==> config.mk <==
export PLATFORM = sky130hd
export DESIGN_NAME = scfs_ctrl
export DESIGN_NICKNAME = d
export VERILOG_FILES = /design/src/hw/rtl/scfs_pkg.sv /design/src/hw/rtl/scfs_ctrl.sv
export SDC_FILE = /design/constraint.sdc
export NUM_CORES = 1
export LEC_CHECK = 0
export BUFFER_PORTS_ARGS = -buffer_cell sky130_fd_sc_hd__buf_2
export CORE_AREA = 3 3 40 42
export DETAILED_ROUTE_END_ITERATION = 7
export DIE_AREA = 0 0 43 45
export GPL_TIMING_DRIVEN = 0
export MAX_ROUTING_LAYER = met4
export PLACE_DENSITY = 0.47
export SYNTH_ARGS = -nofsm -noshare
export SYNTH_HDL_FRONTEND = slang
export SYNTH_SLANG_ARGS = --single-unit
==> constraint.sdc <==
create_clock -name clk -period 2 [get_ports clk]
set_input_delay 0.2 -clock clk [delete_from_list [all_inputs] [get_ports clk]]
set_output_delay 0.2 -clock clk [all_outputs]
set_load 0.05 [all_outputs]
==> src/hw/rtl/scfs_pkg.sv <==
// shared types, codes and constants of the sprite clip frame sequencer
`default_nettype none
package scfs_pkg;

  localparam int MAX_FRAMES_DEF = 256;
  localparam int HOP_LIMIT_DEF  = 1024;

  // frame position is as wide as the frame count register
  localparam int POS_W = 9;

  localparam logic [1:0] CMD_LOAD    = 2'd0;
  localparam logic [1:0] CMD_ADVANCE = 2'd1;
  localparam logic [1:0] CMD_SETPOS  = 2'd2;

  localparam logic [1:0] ST_OK        = 2'd0;
  localparam logic [1:0] ST_DELTA_BIG = 2'd1;
  localparam logic [1:0] ST_RANGE     = 2'd2;
  localparam logic [1:0] ST_LIMIT     = 2'd3;

  localparam logic [23:0] DELTA_MAX_US = 24'd10000000;
  localparam logic [9:0]  US_PER_MS    = 10'd1000;

  typedef struct packed {
    logic [1:0]  cmd;
    logic [7:0]  entry_index;
    logic [15:0] length_ms;
    logic [7:0]  event_code;
    logic [23:0] delta_us;
    logic [7:0]  position_index;
    logic        start_playing;
  } in_item_t;

  typedef struct packed {
    logic [1:0]  status;
    logic [7:0]  current_frame;
    logic [10:0] transitions;
    logic        frame_stepped;
    logic        wrapped;
    logic        is_playing;
    logic [7:0]  fired_event;
    logic [31:0] loops_completed;
  } out_item_t;

  // controller to datapath
  typedef struct packed {
    logic latch;
    logic decode;
    logic load_wr;
    logic set_pos;
    logic adv_begin;
    logic mul;
    logic step;
    logic finish;
  } dp_cmd_t;

  // datapath to controller
  typedef struct packed {
    logic is_load;
    logic is_setpos;
    logic adv_run;
    logic step_ok;
    logic out_busy;
  } dp_sts_t;

endpackage
`default_nettype wire

==> src/hw/rtl/scfs_ctrl.sv <==
// controller state machine sequencing decode, table reads and frame steps
`default_nettype none
module scfs_ctrl (
  input  wire logic              clk,
  input  wire logic              rst,
  input  wire logic              in_valid,
  output logic                   in_ready,
  output scfs_pkg::dp_cmd_t      cmd,
  input  wire scfs_pkg::dp_sts_t sts
);
  import scfs_pkg::*;

  localparam logic [2:0] S_IDLE   = 3'd0;
  localparam logic [2:0] S_DECODE = 3'd1;
  localparam logic [2:0] S_READ   = 3'd2;
  localparam logic [2:0] S_MUL    = 3'd3;
  localparam logic [2:0] S_CHECK  = 3'd4;
  localparam logic [2:0] S_DONE   = 3'd5;

  logic [2:0] state;
  logic [2:0] state_next;

  always_ff @(posedge clk) begin
    if (rst) begin
      state <= S_IDLE;
    end else begin
      state <= state_next;
    end
  end

  always_comb begin
    state_next = state;
    cmd        = '0;
    in_ready   = 1'b0;
    unique case (state)
      S_IDLE: begin
        in_ready  = 1'b1;
        cmd.latch = in_valid;
        if (in_valid) begin
          state_next = S_DECODE;
        end
      end
      S_DECODE: begin
        cmd.decode = 1'b1;
        priority if (sts.is_load) begin
          cmd.load_wr = 1'b1;
          state_next  = S_DONE;
        end else if (sts.is_setpos) begin
          cmd.set_pos = 1'b1;
          state_next  = S_DONE;
        end else if (sts.adv_run) begin
          cmd.adv_begin = 1'b1;
          state_next    = S_READ;
        end else begin
          state_next = S_DONE;
        end
      end
      // table address follows the frame position, data is back next cycle
      S_READ: begin
        state_next = S_MUL;
      end
      S_MUL: begin
        cmd.mul    = 1'b1;
        state_next = S_CHECK;
      end
      S_CHECK: begin
        if (sts.step_ok) begin
          cmd.step   = 1'b1;
          state_next = S_READ;
        end else begin
          state_next = S_DONE;
        end
      end
      S_DONE: begin
        if (!sts.out_busy) begin
          cmd.finish = 1'b1;
          state_next = S_IDLE;
        end
      end
      default: begin
        state_next = S_IDLE;
      end
    endcase
  end

endmodule
`default_nettype wire

==> flow_metrics.py, run 1 <==
metrics = {
    "floorplan": {
        "die_h_um": 45,
        "die_x_um": 43,
        "dieArea_sq_um": 1935,
        "initial_core_util": 0.2113,
        "core_sq_um": 1285,
        "io_pins": 17,
        "rows": 13,
    },
    "cells_and_area": {
        "reg_top3": "state (3)",
        "largest_reg_flops": 3,
        "fin_nets": 61,
        "fillCellCount": 148,
        "multi_input_area_sq_um": 201.4,
        "diodes": 0,
        "regArea_sq_um": 60.06,
        "design_area_sq_um": 410.4,
        "final_layout_size_suffix_gt1_frac": 0.5192,
        "syn2layout_area_growth_pct": 51.15,
        "top_register": "state",
        "fin_util": 0.3194,
    },
    "cts": {
        "path_clk_slew_ps": 40,
        "cts_made_buffers": 3,
        "root_buffer": "clkbuf_4",
        "cts_tree": "done",
        "clock_latency_ps": 230,
        "cts_resized": 0,
        "htree_levels": 1,
        "cts_buffer_depth": 2,
        "cts_setup_buffers": 0,
        "ctsHoldBuffers": 0,
        "cts.sinks": 3,
    },
    "logic_synthesis": {
        "synth.distinct_cells": 24,
        "seq_area_frac_synth": 0.2212,
        "ys_async_sr_fraction": 0,
        "syn_area_per_cell_sq_um": 8.485,
        "yosys.area.top_type": "dfxtp_1",
        "syn_nets": 40,
        "synthFlopType": "dfxtp_1",
        "synth_top_cells_by_count": "3 x and2_1, 3 x dfxtp_1",
        "synth_area_sq_um": 271.5,
        "ys_warn_count": 0,
        "syn-instance-count": 32,
        "synth.top_cell.area_share": 0.2212,
        "ys_ff_latch": 3,
        "synth.top_cells.by_area": "dfxtp_1 22%, and2_1 6.9%, a2111oi_2 5.5%, nor2b_4 5.1%, or4b_4 5.1%",
        "synth_edf_count": 0,
    },
    "critical_path": {
        "cp.arrival_ps": 1540,
        "cp.required_ps": 1800,
        "cp-start-kind": "flip-flop",
        "crit_type": "flip-flop to output port",
        "cp_max_fo": 3,
        "cpMaxStageDelayCell": "or4b_1",
        "max_stage_delay_ps": 550,
        "cp_cell_sequence": "or4b_1, nor2_1, buf_2",
        "crit_path_end_kind": "output port",
    },
    "power_and_ir_drop": {
        "seq_power_share": 0.193,
        "comb_power_share": 0.518,
        "power_density_nw_per_um2": 904.5,
        "switching_share": 0.4414,
        "power_switching_uw": 163.9,
        "power_leakage_uw": 0.0002030,
        "ir_drop_mv": 0.2636,
        "cellInternalPower_uw": 207.3,
        "pwr-share-clk": 0.289,
    },
    "global_routing": {
        "grt_usage": 0.08818,
        "grt_start_max_net_pins": 11,
        "grt_pass1_vias": 291,
        "grt_pass1_wl_mm": 1.255,
        "antenna_found_initial": 0,
        "grt_overflow": 0,
    },
    "routing": {
        "drc": 0,
        "wl_per_cell_um": 10.03,
        "detail_route.first_pass.iterations": 2,
        "via_per_inst": 4.582,
        "vias": 307,
        "drt-initial-drc-count": 3,
        "detail-route-antenna-nets": 0,
        "wl_um": 672,
    },
    "job": {
        "max_cap_viol_count": 0,
    },
    "placement": {
        "dpl_cell_area_sq_um": 384.1,
        "dpl.hpwl_um": 537.5,
        "portBuffers": 16,
        "gp_congestion": 0.6618,
    },
    "hold_path": {
        "hold_path_class": "primary input to flip-flop",
    },
    "sta": {
        "max_freq_ghz": 0.5751,
        "period_minus_slack_ps": 1739,
        "setup_viol": 0,
        "setup_tns_ps": 0,
        "slew_headroom": 0.7103,
        "period_share": 0.8694,
        "hold_violations": 0,
        "tightestPinTransition_ps": 434.5,
        "finalMaxSlewViolations": 0,
        "grt_setup_unrepaired": "no",
        "skew_ps": 1.582,
    },
    "status": {
        "outcome": "complete, no violations",
    },
}
==> power by group through the flow <==
stage	registers (uW)	clock network (uW)	logic [uW]
2_1_floorplan	71.8	0	155
3_3_place_gp	72.7	0	195
3_5_place_dp	72.6	0	195
4_1_cts	71.8	110	195
5_1_grt	72.5	118	207
6_report	71.7	107	192
==> routing by layer <==
layer	part of all wire	up-vias	track usage
met4	0	0	0.03614
met3	0.064	0	0.02789
met5	0	-	-
met1	0.44	142	0.1079
li1	-	156	-
met2	0.49	9	0.1347
==> critical path: cells and delay by family (launching register included) <==
kind	cells	cell delay, ps
buffers and inverters	1	290
DFF	1	320
and+or+nand+nor	2	700
==> cells by family (layout without fill, tap and decap cells) <==
family                 Yosys count  after routing  synth area share
AOI/OAI and AO/OA                5              5            0.1659
buffers and inverters            4             24           0.08751
DFF                              3              3            0.2212
and+or+nand+nor                 20             20            0.5254
==> cells in the final DEF (no fill, tap or decap) <==
cell type / instances
inv_1: 1
a211o_1: 1
or4b_4: 1
buf_2: 17
or2b_1: 1
nor4bb_1: 1
nor2_2: 1
nor2b_1: 2
nor3_2: 1
nand2_1: 2
and3b_1: 1
nor3b_1: 1
clkbuf_4: 3
nor3_1: 1
clkbuf_1: 2
dfxtp_1: 3
and2_1: 3
nor2b_4: 1
a2111oi_2: 1
o31a_1: 1
nor4_1: 1
o21a_1: 1
nor2_1: 1
a21oi_1: 1
nor4b_2: 1
buf_6: 1
or4b_1: 1
==> final timing paths <==
path              slack (ps)       end  startpoint  depth (start not counted)
setup / recovery         260    cmd[3]    state[1]                          3
hold reg to reg          610  state[0]    state[1]                          2
hold / removal           180  state[2]         rst                          2
setup reg to reg         530  state[0]    state[0]                          4
==> layout make-up <==
| cell class | count | area share |
|---|---|---|
| multi-input combinational | 25 | 0.4909 |
| timing repair buffer | 16 | 0.1951 |
| sequential | 3 | 0.1463 |
| clock buffer | 4 | 0.06402 |
| buffer | 3 | 0.04878 |
| tap | 15 | 0.04573 |
| inverter | 1 | 0.009146 |
==> per-stage QoR <==
| step | std cells | hold WS [ps] | setup slack (ps) | power (uW) |
|---|---|---|---|---|
| 3_3_place_gp | 63 | 417.4 | 477.6 | 268.0 |
| 3_5_place_dp | 63 | 420.6 | 487.8 | 267.2 |
| 6_report | 67 | 180.5 | 261.3 | 371.2 |
| 2_1_floorplan | 32 | 269.1 | 29.33 | 226.9 |
| 4_1_cts | 67 | 179.2 | 234.0 | 376.8 |
| 5_1_grt | 67 | 183.6 | 158.3 | 398.0 |
Power figures use the tool's default switching activity.
==> run 2, diff against run 1 <==
--- a/config.mk
+++ b/config.mk
@@ -5,6 +5,7 @@
 export SDC_FILE = /design/constraint.sdc
 export NUM_CORES = 1
 export LEC_CHECK = 0
+export ABC_AREA = 1
 export BUFFER_PORTS_ARGS = -buffer_cell sky130_fd_sc_hd__buf_2
 export CORE_AREA = 3 3 40 42
 export DETAILED_ROUTE_END_ITERATION = 7
==> run 2 against run 1 <==
Clock skew up 0.71 ps; non-clock buffer count shrank 3; first-iteration DRC count grew to 4.7 times the previous value; critical path depth rose by 2; sequential share of layout area increased by 0.32 points; fmax up 16%; synthesized area fell by 2.3%; setup slack better by 240 ps; synthesized cell count up 31%; highest routed layer unchanged; critical endpoint is now cmd[4]; clock power shrank 4%; sequential cell count is the same.
==> flow_metrics.py, run 2 <==
metrics = {
    "global_routing": {
        "grt_start_max_net_pins": 8,
        "grt_use_met1": 0.09880,
        "grt_use_met3": 0.03984,
        "busiest_layer": "met2",
        "grt_pass1_wl_mm": 1.193,
        "grt_usage": 0.08405,
        "grt_use_met2": 0.1228,
        "antenna_found_initial": 0,
        "grt_overflow": 0,
        "grt_pass1_vias": 280,
    },
    "critical_path": {
        "path_buf_inv": 2,
        "cp_max_fo": 5,
        "cp.required_ps": 1800,
        "timing.rr.start": "state[0]",
        "max_stage_delay_ps": 430,
        "cp.arrival_ps": 1300,
        "critPathLaunch": "state[0]",
        "crit_type": "flip-flop to output port",
        "crit_path_end_kind": "output port",
        "cp_cell_sequence": "nand2_2, nor2_4, inv_2, nor3_2, buf_2",
        "crit_family": "flip-flops",
        "r2r_slack_ps": 920,
        "cp-start-kind": "flip-flop",
        "cpMaxStageDelayCell": "dfxtp_1",
    },
    "routing": {
        "wl_um": 636,
        "detail-route-antenna-nets": 0,
        "drt-initial-drc-count": 14,
        "wl_per_cell_um": 8.260,
        "via_per_inst": 4.065,
        "drc": 0,
        "vias": 313,
        "detail_route.first_pass.iterations": 5,
    },
    "floorplan": {
        "dieArea_sq_um": 1935,
        "io_pins": 17,
        "rows": 13,
        "initial_core_util": 0.2064,
        "die_x_um": 43,
        "die_h_um": 45,
        "core_sq_um": 1285,
    },
    "logic_synthesis": {
        "synth_area_sq_um": 265.3,
        "synth-simple-area-share": 0.5708,
        "muxShareOfSynthArea": 0,
        "syn-instance-count": 42,
        "ys_ff_latch": 3,
        "synth.top_cell.area_share": 0.2264,
        "synth_edf_count": 0,
        "ys_warn_count": 0,
        "synth_xor_area_frac": 0,
        "seq_area_frac_synth": 0.2264,
        "synth.distinct_cells": 15,
        "yosys.area.top_type": "dfxtp_1",
        "syn_nets": 50,
        "synth_top_family_by_area": "simple AND/OR/NAND/NOR gates",
        "synth_most_common_cell": "inv_1",
        "synthAdderAreaFrac": 0,
        "syn_area_per_cell_sq_um": 6.316,
        "synth_top_cells_by_count": "9 x inv_1, 5 x nand2_1, 5 x nand3_1",
        "synth.top_cells.by_area": "dfxtp_1 23%, inv_1 13%, nand3_1 9.4%, nor2_4 8.5%, nand2_1 7.1%",
        "synth_compound_area_frac": 0.03302,
        "synthFlopType": "dfxtp_1",
        "ys_async_sr_fraction": 0,
    },
    "cells_and_area": {
        "final_cell_mix": "16 x buf_2, 9 x inv_1, 5 x nand2_1, 5 x nand3_1, 4 x nor2_1",
        "design_area_sq_um": 401.6,
        "reg_top3": "state (3)",
        "layout_commonest_cell": "buf_2",
        "instances_no_fill": 77,
        "syn2layout_area_growth_pct": 51.42,
        "fin_nets": 71,
        "top_register": "state",
        "largest_reg_flops": 3,
        "final_layout_size_suffix_gt1_frac": 0.5323,
        "diodes": 0,
    },
    "cts": {
        "htree_levels": 1,
        "cts.sinks": 3,
        "cts_buffer_depth": 2,
        "ctsHoldBuffers": 0,
        "path_clk_slew_ps": 30,
        "clock_latency_ps": 230,
        "cts_made_buffers": 3,
        "cts_tree": "done",
        "root_buffer": "clkbuf_4",
        "cts_resized": 0,
        "cts_setup_buffers": 0,
    },
    "sta": {
        "setup_viol": 0,
        "setup_tns_ps": 0,
        "hold_violations": 0,
        "skew_ps": 2.293,
        "max_freq_ghz": 0.6668,
        "worst_slack_ps": 500.4,
        "period_minus_slack_ps": 1500,
        "finalMaxSlewViolations": 0,
        "grt_setup_unrepaired": "no",
        "tightestPinTransition_ps": 337.9,
        "slew_headroom": 0.7744,
        "period_share": 0.7498,
    },
    "power_and_ir_drop": {
        "ir_drop_mv": 0.3972,
        "power_leakage_uw": 0.0002350,
        "power_density_nw_per_um2": 1284,
        "p_total_uw": 515.6,
    },
    "placement": {
        "dp_slack_ps": 726.3,
        "portBuffers": 16,
        "dpl.hpwl_um": 543.3,
        "gp_congestion": 0.6348,
        "dpl_cell_area_sq_um": 375.4,
        "dp.cells": 73,
    },
    "status": {
        "outcome": "complete, no violations",
    },
    "hold_path": {
        "min-delay-start": "rst",
        "hold_path_class": "primary input to flip-flop",
    },
    "job": {
        "max_cap_viol_count": 0,
    },
}
-- run 2: cell types whose count changed after synthesis, moves of 3 or more --
cell and delta:
nand2_1 +3, and2_1 -3, inv_1 +8, inv_2 +3
nand3_1 +5
-- run 2: cells by family (layout without fill, tap and decap cells) --
| logic type | count (synthesis) | after routing |
|---|---|---|
| buf+inv | 12 | 32 |
| flops | 3 | 3 |
| compound gates | 1 | 1 |
| simple gates | 26 | 26 |
-- run 2: where the power goes --
part | switching, uW | internal, uW | leakage [uW]
registers | 26.6 | 75.1 | 0.0000247
logic | 232 | 79.2 | 0.000195
clock network | 28.5 | 74.6 | 0.0000150
-- run 2: final timing paths --
check / endpoint / cells after the start
hold / removal: state[0] / 2
setup reg to reg: state[1] / 5
hold reg to reg: state[0] / 2
setup / recovery: cmd[4] / 5
-- run 2: layer usage --
layer,routed length [um],share of wire
met4,0,0
met2,290,0.46
met3,58,0.091
met5,0,0
met1,287,0.45
-- run 2: final cells by class --
class | count | area (sq um)
clock buffers | 4 | 26.28
fillers | 152 | 883.3
inverters | 12 | 45.04
multi-input cells | 27 | 171.4
flip-flops and latches | 3 | 60.06
well taps | 15 | 18.77
repair buffers | 16 | 80.08
-- run 2: through the flow --
stage / hold WS, ps / util
6_report: 173.5 / 0.3126
5_1_grt: 176.4 / 0.3126
4_1_cts: 167.3 / 0.3126
3_5_place_dp: 414.1 / 0.2921
3_3_place_gp: 405.0 / 0.2921
2_1_floorplan: 262.4 / -
